==> src/hw/rtl/jki_pkg.sv <==
package jki_pkg;

  localparam int ANGLE_W = 16;
  localparam int IDX_W   = 5;
  localparam int REQ_W   = 2;
  localparam int STEP_W  = 4;
  // Magnitude of a blended sum plus the rounding half fits in this many bits.
  localparam int MAG_W   = 20;

  localparam logic [REQ_W-1:0] REQ_PUSH = 2'd0;
  localparam logic [REQ_W-1:0] REQ_TICK = 2'd1;
  localparam logic [REQ_W-1:0] REQ_HOME = 2'd2;

  localparam logic KIND_CMD  = 1'b0;
  localparam logic KIND_DROP = 1'b1;

  typedef struct packed {
    logic                      go;
    logic signed [ANGLE_W-1:0] start_val;
    logic signed [ANGLE_W-1:0] target_val;
    logic        [STEP_W-1:0]  step;
  } blend_req_t;

endpackage

==> src/hw/rtl/jki_blend.sv <==
module jki_blend #(
  parameter int STEPS_PER_SEGMENT = 10
) (
  input  logic                               clk,
  input  jki_pkg::blend_req_t                req,
  output logic signed [jki_pkg::ANGLE_W-1:0] result
);

  localparam int MAG_W = jki_pkg::MAG_W;
  localparam int SH    = MAG_W + $clog2(STEPS_PER_SEGMENT);
  localparam int RW    = SH + 1;
  localparam int PW    = MAG_W + RW;
  localparam int QW    = jki_pkg::ANGLE_W + 1;
  localparam longint RECIP_L =
    ((longint'(1) << SH) + STEPS_PER_SEGMENT - 1) / STEPS_PER_SEGMENT;
  localparam logic [RW-1:0] RECIP = RW'(RECIP_L);
  localparam logic [MAG_W-1:0] HALF = MAG_W'(STEPS_PER_SEGMENT / 2);

  logic [jki_pkg::STEP_W-1:0] w_start;
  logic signed [MAG_W-1:0]    s_ext;
  logic signed [MAG_W-1:0]    t_ext;
  logic signed [MAG_W-1:0]    ws_ext;
  logic signed [MAG_W-1:0]    wt_ext;
  logic signed [MAG_W-1:0]    sum;
  logic [MAG_W-1:0]           mag_next;
  logic                       neg;
  logic                       neg_d;
  logic [MAG_W-1:0]           mag;
  logic [PW-1:0]              prod;
  logic [QW-1:0]              quot;
  logic [QW-1:0]              value;

  // Weighted sum of the two poses, then magnitude with the rounding half added.
  always_comb begin
    w_start  = jki_pkg::STEP_W'(STEPS_PER_SEGMENT) - req.step;
    s_ext    = MAG_W'(req.start_val);
    t_ext    = MAG_W'(req.target_val);
    ws_ext   = MAG_W'($signed({1'b0, w_start}));
    wt_ext   = MAG_W'($signed({1'b0, req.step}));
    sum      = s_ext * ws_ext + t_ext * wt_ext;
    mag_next = (sum[MAG_W-1] ? MAG_W'(-sum) : MAG_W'(sum)) + HALF;
  end

  always_ff @(posedge clk) begin
    if (req.go) begin
      neg <= sum[MAG_W-1];
      mag <= mag_next;
    end
    // Division by the step count as a multiply by its rounded-up reciprocal.
    prod  <= PW'(mag) * PW'(RECIP);
    neg_d <= neg;
  end

  always_comb begin
    quot   = prod[SH +: QW];
    value  = neg_d ? QW'(-quot) : quot;
    result = value[jki_pkg::ANGLE_W-1:0];
  end

endmodule

==> config.mk <==
export PLATFORM = sky130hd
export DESIGN_NAME = jki_blend
export DESIGN_NICKNAME = d
export VERILOG_FILES = /design/src/hw/rtl/jki_pkg.sv /design/src/hw/rtl/jki_blend.sv
export SDC_FILE = /design/constraint.sdc
export NUM_CORES = 1
export LEC_CHECK = 0
export ABC_AREA = 1
export ABC_CLOCK_PERIOD_IN_PS = 11750
export BUFFER_PORTS_ARGS = -buffer_cell sky130_fd_sc_hd__buf_4
export CAP_MARGIN = 5
export CORE_MARGIN = 3
export CORE_UTILIZATION = 68
export DETAILED_ROUTE_END_ITERATION = 7
export PLACE_DENSITY = 0.83
export REMOVE_ABC_BUFFERS = 1
export SYNTH_ARGS = -nofsm -noshare
export SYNTH_HDL_FRONTEND = slang
export SYNTH_SLANG_ARGS = --single-unit
==> constraint.sdc <==
create_clock -name clk -period 11.75 [get_ports clk]
set_clock_uncertainty 0.05 [all_clocks]
set_input_delay 1.175 -clock clk [delete_from_list [all_inputs] [get_ports clk]]
set_output_delay 1.175 -clock clk [all_outputs]
set_load 0.02 [all_outputs]
* After elaboration in Yosys (flattened, before gate mapping)
Cells that the tools add are included.
Storage, ports and cells: word-level logic and storage cells 14, input port bits 38, register bits 61, latch bits 0, output and inout bits 16, memories 0, ROM bits 0, memory bits (writable) 0
Operators by class: add/sub/neg operators 5, order comparisons 0, shift-type cells 0, $mul 3, multiplexer cells 2, divide/modulo/power cells 0, reduce and logical (&&, ||, !) cells 0, equality and inequality tests 0, bitwise logic cells 0
Operators with widths (number):
- $mul 16x5->20 | 2
- $mul 20x20->39 const B | 1
- $add 20x20->20 | 1
- $add 20x3->20 const B | 1
- $mux 20 | 1
- $neg 20->20 | 1
- $mux 16 | 1
- $neg 16->16 | 1
- $sub 4x4->4 const A | 1

* Depth between registers and ports, before layout
Gate-level depths: netlist of run 1.
depth after elaboration 6, mapped depth 40, gate-level depth less buffers 38

* Worst setup path before layout of run 1
No wires, ideal clock.
path type in2reg, from input req[1] (netlist name), to register mag[16] (data pin), stages on the path 38, library setup time 259 ps, buffers on the path 2, arrival 7161 ps, path slack 4280 ps, data required time 11441 ps, path through clkbuf_1 > a21oi_1 > or2_2 > nand2_1 > inv_1 > clkbuf_1 > nand2_1 > fa_1 > inv_1 > fa_1 > inv_1 > fa_1 > inv_1 > fa_1 > inv_1 > fa_1 > inv_1 > ha_1 > [2 not listed] > nand2_1 > nand2_1 > a21oi_4 > nand2_4 > a21oi_1 > nand3_2 > nand2_4 > nand2_1 > o21ai_1 > ha_1 > inv_1 > nand3_1 > nand2_1 > inv_2 > nand3_4 > nor2_2 > nand2_1 > xnor2_1
Between the ends: cells in the longest elaborated chain, start to end 6, elaborated cells between the ends (all ways) 7, classes of those cells add/sub (4); mul (2); mux (1)
Ends and longest elaborated chain:
- from (decl) | line jki_blend.sv:5 | input jki_pkg::blend_req_t req,
- $sub 4x4->4 | line jki_blend.sv:35 | w_start = jki_pkg::STEP_W'(STEPS_PER_SEGMENT) - req.step;
- $mul 16x5->20 | line jki_blend.sv:40 | sum = s_ext * ws_ext + t_ext * wt_ext;
- $add 20x20->20 * | line jki_blend.sv:40
- $neg 20->20 | line jki_blend.sv:41 | mag_next = (sum[MAG_W-1] ? MAG_W'(-sum) : MAG_W'(sum)) + HALF;
- $mux 20 * | line jki_blend.sv:41
- $add 20x3->20 * | line jki_blend.sv:41
- via mag_next[16] | line jki_blend.sv:25 | logic [MAG_W-1:0] mag_next;
- to (signal assigned) | line jki_blend.sv:47 | mag <= mag_next;
- to (decl) | line jki_blend.sv:28 | logic [MAG_W-1:0] mag;
The timed path passes the listed nets; every way through them passes the cells marked *. A chain may end at the register's enable or synchronous reset.

* Worst setup path in the final report of run 1
from input req[0] (netlist name), to register mag[18] (data pin)
Same word-level chain as after synthesis.

==> metrics.txt, run 1 <==
critical path's slowest cell fa_1; clock slew seen by the registers of the worst setup and hold paths 70 ps; DIE HEIGHT 154.3 um; crit-path max cell delay 520 ps; largest family of logic cells by synthesized area adder cells; Yosys top cell area share 31.48%; Ys Warns 0; CP Capture Type register; XOR/XNOR Fraction of Synth Area 3.575%; initial drt markers 834; Top FF cell, synth edfxtp_1; drt pass-1 iters 6; GPL Wtd Cong 0.9919; DRC 0; max-slew violations 0; final hold vios 0; # setup viols final 0; Post-Synthesis Cells 1,891; Tcrit/Tclk final 69.49%; ys async rst share 0%; largest net degree at the start of global routing 35; CTS tree built; IO Port Bufs 53; Multi-input gate area 11,670 um2; wire per inst 16.53 um; vias in the first global route 13,100; clock tree buffer depth 2; Slew @ Worst Pin 588.6 ps; Starting Density 70.21%; clk root buf clkbuf_16; synth top area cells fa_1, ha_1, inv_1; placement row count 53; TritonCTS buffer count 5; Die ar. 23,790 um2; CP startpoint kind input pin; max-cap violation count 0; die width 154.3 um; Post-DRT Antenna Nets 0; RSZ-0062 raised after global routing false; Seq. cell area 970.9 um2; Ant. Diodes 0; DP Wirelength 30,960 um; Area growth syn-to-layout 5.600%; cell taking the most area after synthesis fa_1; synthesized flop and latch total 38; first-pass GRT wire length 61,580 um; Netlist Area Pre-Place 14,950 um2; total congestion overflow 0; CP most frequent cell inv_1; Post-CTS Setup Inserts 0; Arrival @ worst endpoint 8180 ps; share of cells above drive strength 1 6.153%; post-synthesis cell type count 45; initial antenna violation count 0; Filler Cell Count 1,561; detailed-route via count 12,070; most instantiated library cell after synthesis inv_1; GRT Resource Usage Total 32.16%; status finished clean; CP Max Fanout 34; H-tree depth 2; sequential cell area fraction in the yosys report 6.496%; core area 21,290 um2; Post-synth EDFFs 21; Final nets 2,464; fraction of synthesized area in multiplexers 0%; clk sink count 38; Vias/cell 5.465; Synth Area in Simple Gates 17.24%; Synth Area in Adders 53.08%; required time of the critical path 11,760 ps; HP Class register to register; Post-Route WL 36,510 um; Mean Syn Cell Area 7.904 um2; # IOs 54; min Tclk post-route 8165 ps; setup tns final 0 ps; Compound-Gate Fraction of Synth Area 4.186%; relative slew slack 60.76%; Resize count post-CTS 0; Commonest cells post-synth inv_1, nand2_1, ha_1; CTS Hold Bufs 0; kind of critical path input pin to register; Max Freq 122.5 MHz; worst skew pair latency 300 ps
==> metal layers <==
layer | track usage [%] | part of all wire, % | wire length (um)
met4 | 18.84 | 7.0 | 2538
met3 | 4.309 | 5.8 | 2104
met1 | 35.97 | 36 | 13310
met5 | 0 | 0 | 0
met2 | 58.40 | 51 | 18550
==> worst paths after layout <==
check / slack [ps] / start / cells after the start / to
worst max-delay path: 3590 / req[0] / 38 / mag[18]$_DFFE_PP_
worst min-delay path: 320 / neg$_DFFE_PP_ / 0 / neg_d$_DFF_P_
worst max register to register: 5510 / mag[14]$_DFFE_PP_ / 23 / prod[38]$_DFF_P_
worst min register to register: 320 / neg$_DFFE_PP_ / 0 / neg_d$_DFF_P_
==> placed cells by master (no fill, tap or decap), types with 2 or more instances in the layout <==
cell type  synthesis  routed
xnor2_1           17      17
nor2_2            10      10
clkbuf_16          0       5
inv_2              5       5
ha_1             258     258
o21ai_1            3       3
edfxtp_1          21      21
nand2_2           16      16
dfxtp_1           17      17
buf_4              1      53
fa_1             235     235
nand3_1           52      52
nor2_4             5       5
a21oi_1           53      53
a31oi_1            3       3
or2_2              2       2
a21oi_4            3       3
inv_1            583     583
nand3_2            3       3
nand4_1           29      29
nor3b_1            2       2
a21o_1             2       2
xor2_1            44      44
nor2_1            68      68
o21ai_2            7       7
nor3_1            17      17
nand3b_1           4       4
nor4_1             4       4
and2_1             2       2
nand2_4            3       3
bufinv_16          0       2
a211oi_1           2       2
nand2_1          366     366
o21ai_0           25      25
o31ai_1            2       2
o21a_1             3       3
==> cell type report <==
type / count / share of cell area, %
Inverter: 588 / 13.98
Sequential cell: 38 / 6.152
Clock inverter: 3 / 0.4360
Tap cell: 275 / 2.180
Multi-Input combinational cell: 1247 / 73.93
Clock buffer: 5 / 0.7928
Timing Repair Buffer: 53 / 2.521
==> sequential cells by signal, summed over array words and instances, names as in the netlist <==
register  cells
mag          20
prod         16
neg           1
neg_d         1
==> logic make-up after synthesis <==
group,after synthesis
DFF,38
adders and majority gates,493
AOI/OAI and AO/OA,106
xor gates and xnor gates,61
and+or+nand+nor,587
buffers and inverters,606
==> worst max-delay path: cells and delay by family <==
family | cells | cell delay, ps
AND/OR/NAND/NOR | 16 | 1930
AO/OA/AOI/OAI | 3 | 480
adder cells (fa/ha/maj) | 8 | 3370
buffers and inverters | 11 | 1180
==> through the flow <==
stage	setup WS (ps)	area [um2]	utilization, %	hold WS [ps]	cells
after detailed placement	3283	15590	73.23	300.5	2201
after floorplan	4374	14850	-	273.3	1873
after CTS	3575	15780	74.14	315.5	2209
after global routing	3068	15780	74.14	332.5	2209
after global placement	3592	15590	73.23	308.9	2201
final	3586	15780	74.14	317.3	2209
Power of run 1 is left out: the tool's default activity adds up to more than one toggle a clock period on the data nets, which glitch-free logic cannot reach.
==> inputs of run 2 (changes only) <==
- ABC_CLOCK_PERIOD_IN_PS: 11750 -> 7300
- CORE_UTILIZATION: 68 -> 60
- PLACE_DENSITY: 0.83 -> 0.78
- clock period: 11.75 -> 7.3 ns (I/O delays scaled with it)
==> metrics.txt, run 2 (synthesis results as in run 1) <==
status finished clean (unchanged); worst hold slack 415.6 ps (was 317.3 ps); # setup viols final 0 (unchanged); clock tree buffer depth 2 (unchanged); Post-Route WL 35,230 um (was 36,510 um); worst skew pair latency 280 ps (was 300 ps); TritonCTS buffer count 5 (unchanged); vias in the first global route 12,800 (was 13,100); commonest non-fill, non-tap cells in the layout inv_1, nand2_1, ha_1 (unchanged); Arrival @ worst endpoint 6900 ps (was 8180 ps); most common cell after layout, fill and taps aside inv_1 (unchanged); initial antenna violation count 0 (unchanged); top flop regs mag x20, prod x16 (unchanged); Starting Density 61.28% (was 70.21%); GRT Resource Usage Total 27.61% (was 32.16%); IO Port Bufs 53 (unchanged); critical path's slowest cell fa_1 (unchanged); reg2reg path depth 23 (unchanged); CP startpoint kind input pin (unchanged); GPL Wtd Cong 0.9930 (was 0.9919); final cell count without fillers 2,279 (was 2,209); clk sink count 38 (unchanged); clock slew seen by the registers of the worst setup and hold paths 60 ps (was 70 ps); detailed-route via count 11,940 (was 12,070); placement row count 57 (was 53); HP Class register to register (unchanged); clk root buf clkbuf_16 (unchanged); drt pass-1 iters 5 (was 6); DIE HEIGHT 163.8 um (was 154.3 um); crit-path max cell delay 530 ps (was 520 ps); largest net degree at the start of global routing 33 (was 35); Slew @ Worst Pin 569.7 ps (was 588.6 ps); DRC 0 (unchanged); Ant. Diodes 0 (unchanged); placed cell count 2,267 (was 2,201); Vias/cell 5.239 (was 5.465); total congestion overflow 0 (unchanged); max reg flops 20 (unchanged); CP Capture Type register (unchanged); Worst R2R Setup Slack 1130 ps (was 5510 ps); final core occ 65.56% (was 74.14%); worst hold path startpoint neg$_DFFE_PP_ (unchanged); Tcrit/Tclk final 94.73%; max-slew violations 0 (unchanged); DP Wirelength 30,910 um (was 30,960 um); die width 163.8 um (was 154.3 um); share of cells above drive strength 1 7.570% (was 6.153%); max-cap violation count 0 (unchanged); wire per inst 15.46 um (was 16.53 um); Die ar. 26,840 um2 (was 23,790 um2); H-tree depth 2 (unchanged); RR Startpoint mag[17]$_DFFE_PP_ (was mag[14]$_DFFE_PP_); end of the worst hold path neg_d$_DFF_P_ (unchanged); Top reg by flops mag (unchanged); Post-DRT Antenna Nets 0 (unchanged); initial drt markers 645 (was 834); Area growth syn-to-layout 6.999% (was 5.600%); Final nets 2,485 (was 2,464); # IOs 54 (unchanged); required time of the critical path 7290 ps (was 11,760 ps); Critical R2R Capture prod[39]$_DFF_P_ (was prod[38]$_DFF_P_); final hold vios 0 (unchanged); kind of critical path input pin to register (unchanged); relative slew slack 62.02% (was 60.76%); CP Max Fanout 7 (was 34); CTS tree built (unchanged); Max Freq 144.6 MHz; setup tns final 0 ps (unchanged); min Tclk post-route 6915 ps; Min-Delay Path Depth 0 (unchanged); core area 24,390 um2 (was 21,290 um2); RSZ-0062 raised after global routing false (unchanged); first-pass GRT wire length 59,230 um (was 61,580 um)
[run 2: final cells by class]
class                           count  area (um2)
Multi-Input combinational cell   1247       11700
Fill cell                        2084        8399
Inverter                          588        2218
Sequential cell                    38       970.9
Timing Repair Buffer               72       544.3
Tap cell                          324       405.4
Clock buffer                        5       125.1
Clock inverter                      3       16.27
Timing Repair inverter              2       15.01
[run 2: worst max-delay path: cells and delay by family]
kind / cells / cell delay, ps
AO/OA/AOI/OAI: 3 / 420
XOR/XNOR: 1 / 120
buffers and inverters: 11 / 840
adder cells (fa/ha/maj): 8 / 3290
AND/OR/NAND/NOR: 15 / 1480
[run 2: timing repair]
item	in CTS	in global routing
hold buffers	0	0
setup endpoints to repair	0	13
hold endpoints to repair	0	0
gates resized for setup	0	14
setup buffers	0	2
[run 2: how the worst max path moves through the flow]
stage | from | to | slack [ps] | cells past startpoint
after floorplan | req[1] | mag[16]$_DFFE_PP_ | 370 | 36
after global placement | req[2] | mag[18]$_DFFE_PP_ | 120 | 37
after detailed placement | req[2] | mag[16]$_DFFE_PP_ | -50 | 37
after CTS | req[2] | mag[16]$_DFFE_PP_ | 250 | 37
after global routing | req[2] | mag[18]$_DFFE_PP_ | 10 | 35
final | req[0] | mag[16]$_DFFE_PP_ | 380 | 38
[run 2: stage by stage]
step           setup WS, ps  area [um2]
2_1_floorplan         369.3       14850
3_3_place_gp          121.7       15780
3_5_place_dp         -46.84       15780
4_1_cts               253.7       15920
5_1_grt               12.00       15990
6_report              384.8       15990
[run 2: routing by layer]
layer | wire [um] | GRT usage [%] | vias up | part of all wire (%)
li1 | - | - | 5756 | -
met1 | 13620 | 31.34 | 5731 | 39
met2 | 18420 | 52.25 | 331 | 52
met3 | 1346 | 2.522 | 121 | 3.8
met4 | 1843 | 12.53 | 0 | 5.2
met5 | 0 | 0 | - | 0
Power of run 2 is left out for the same reason.
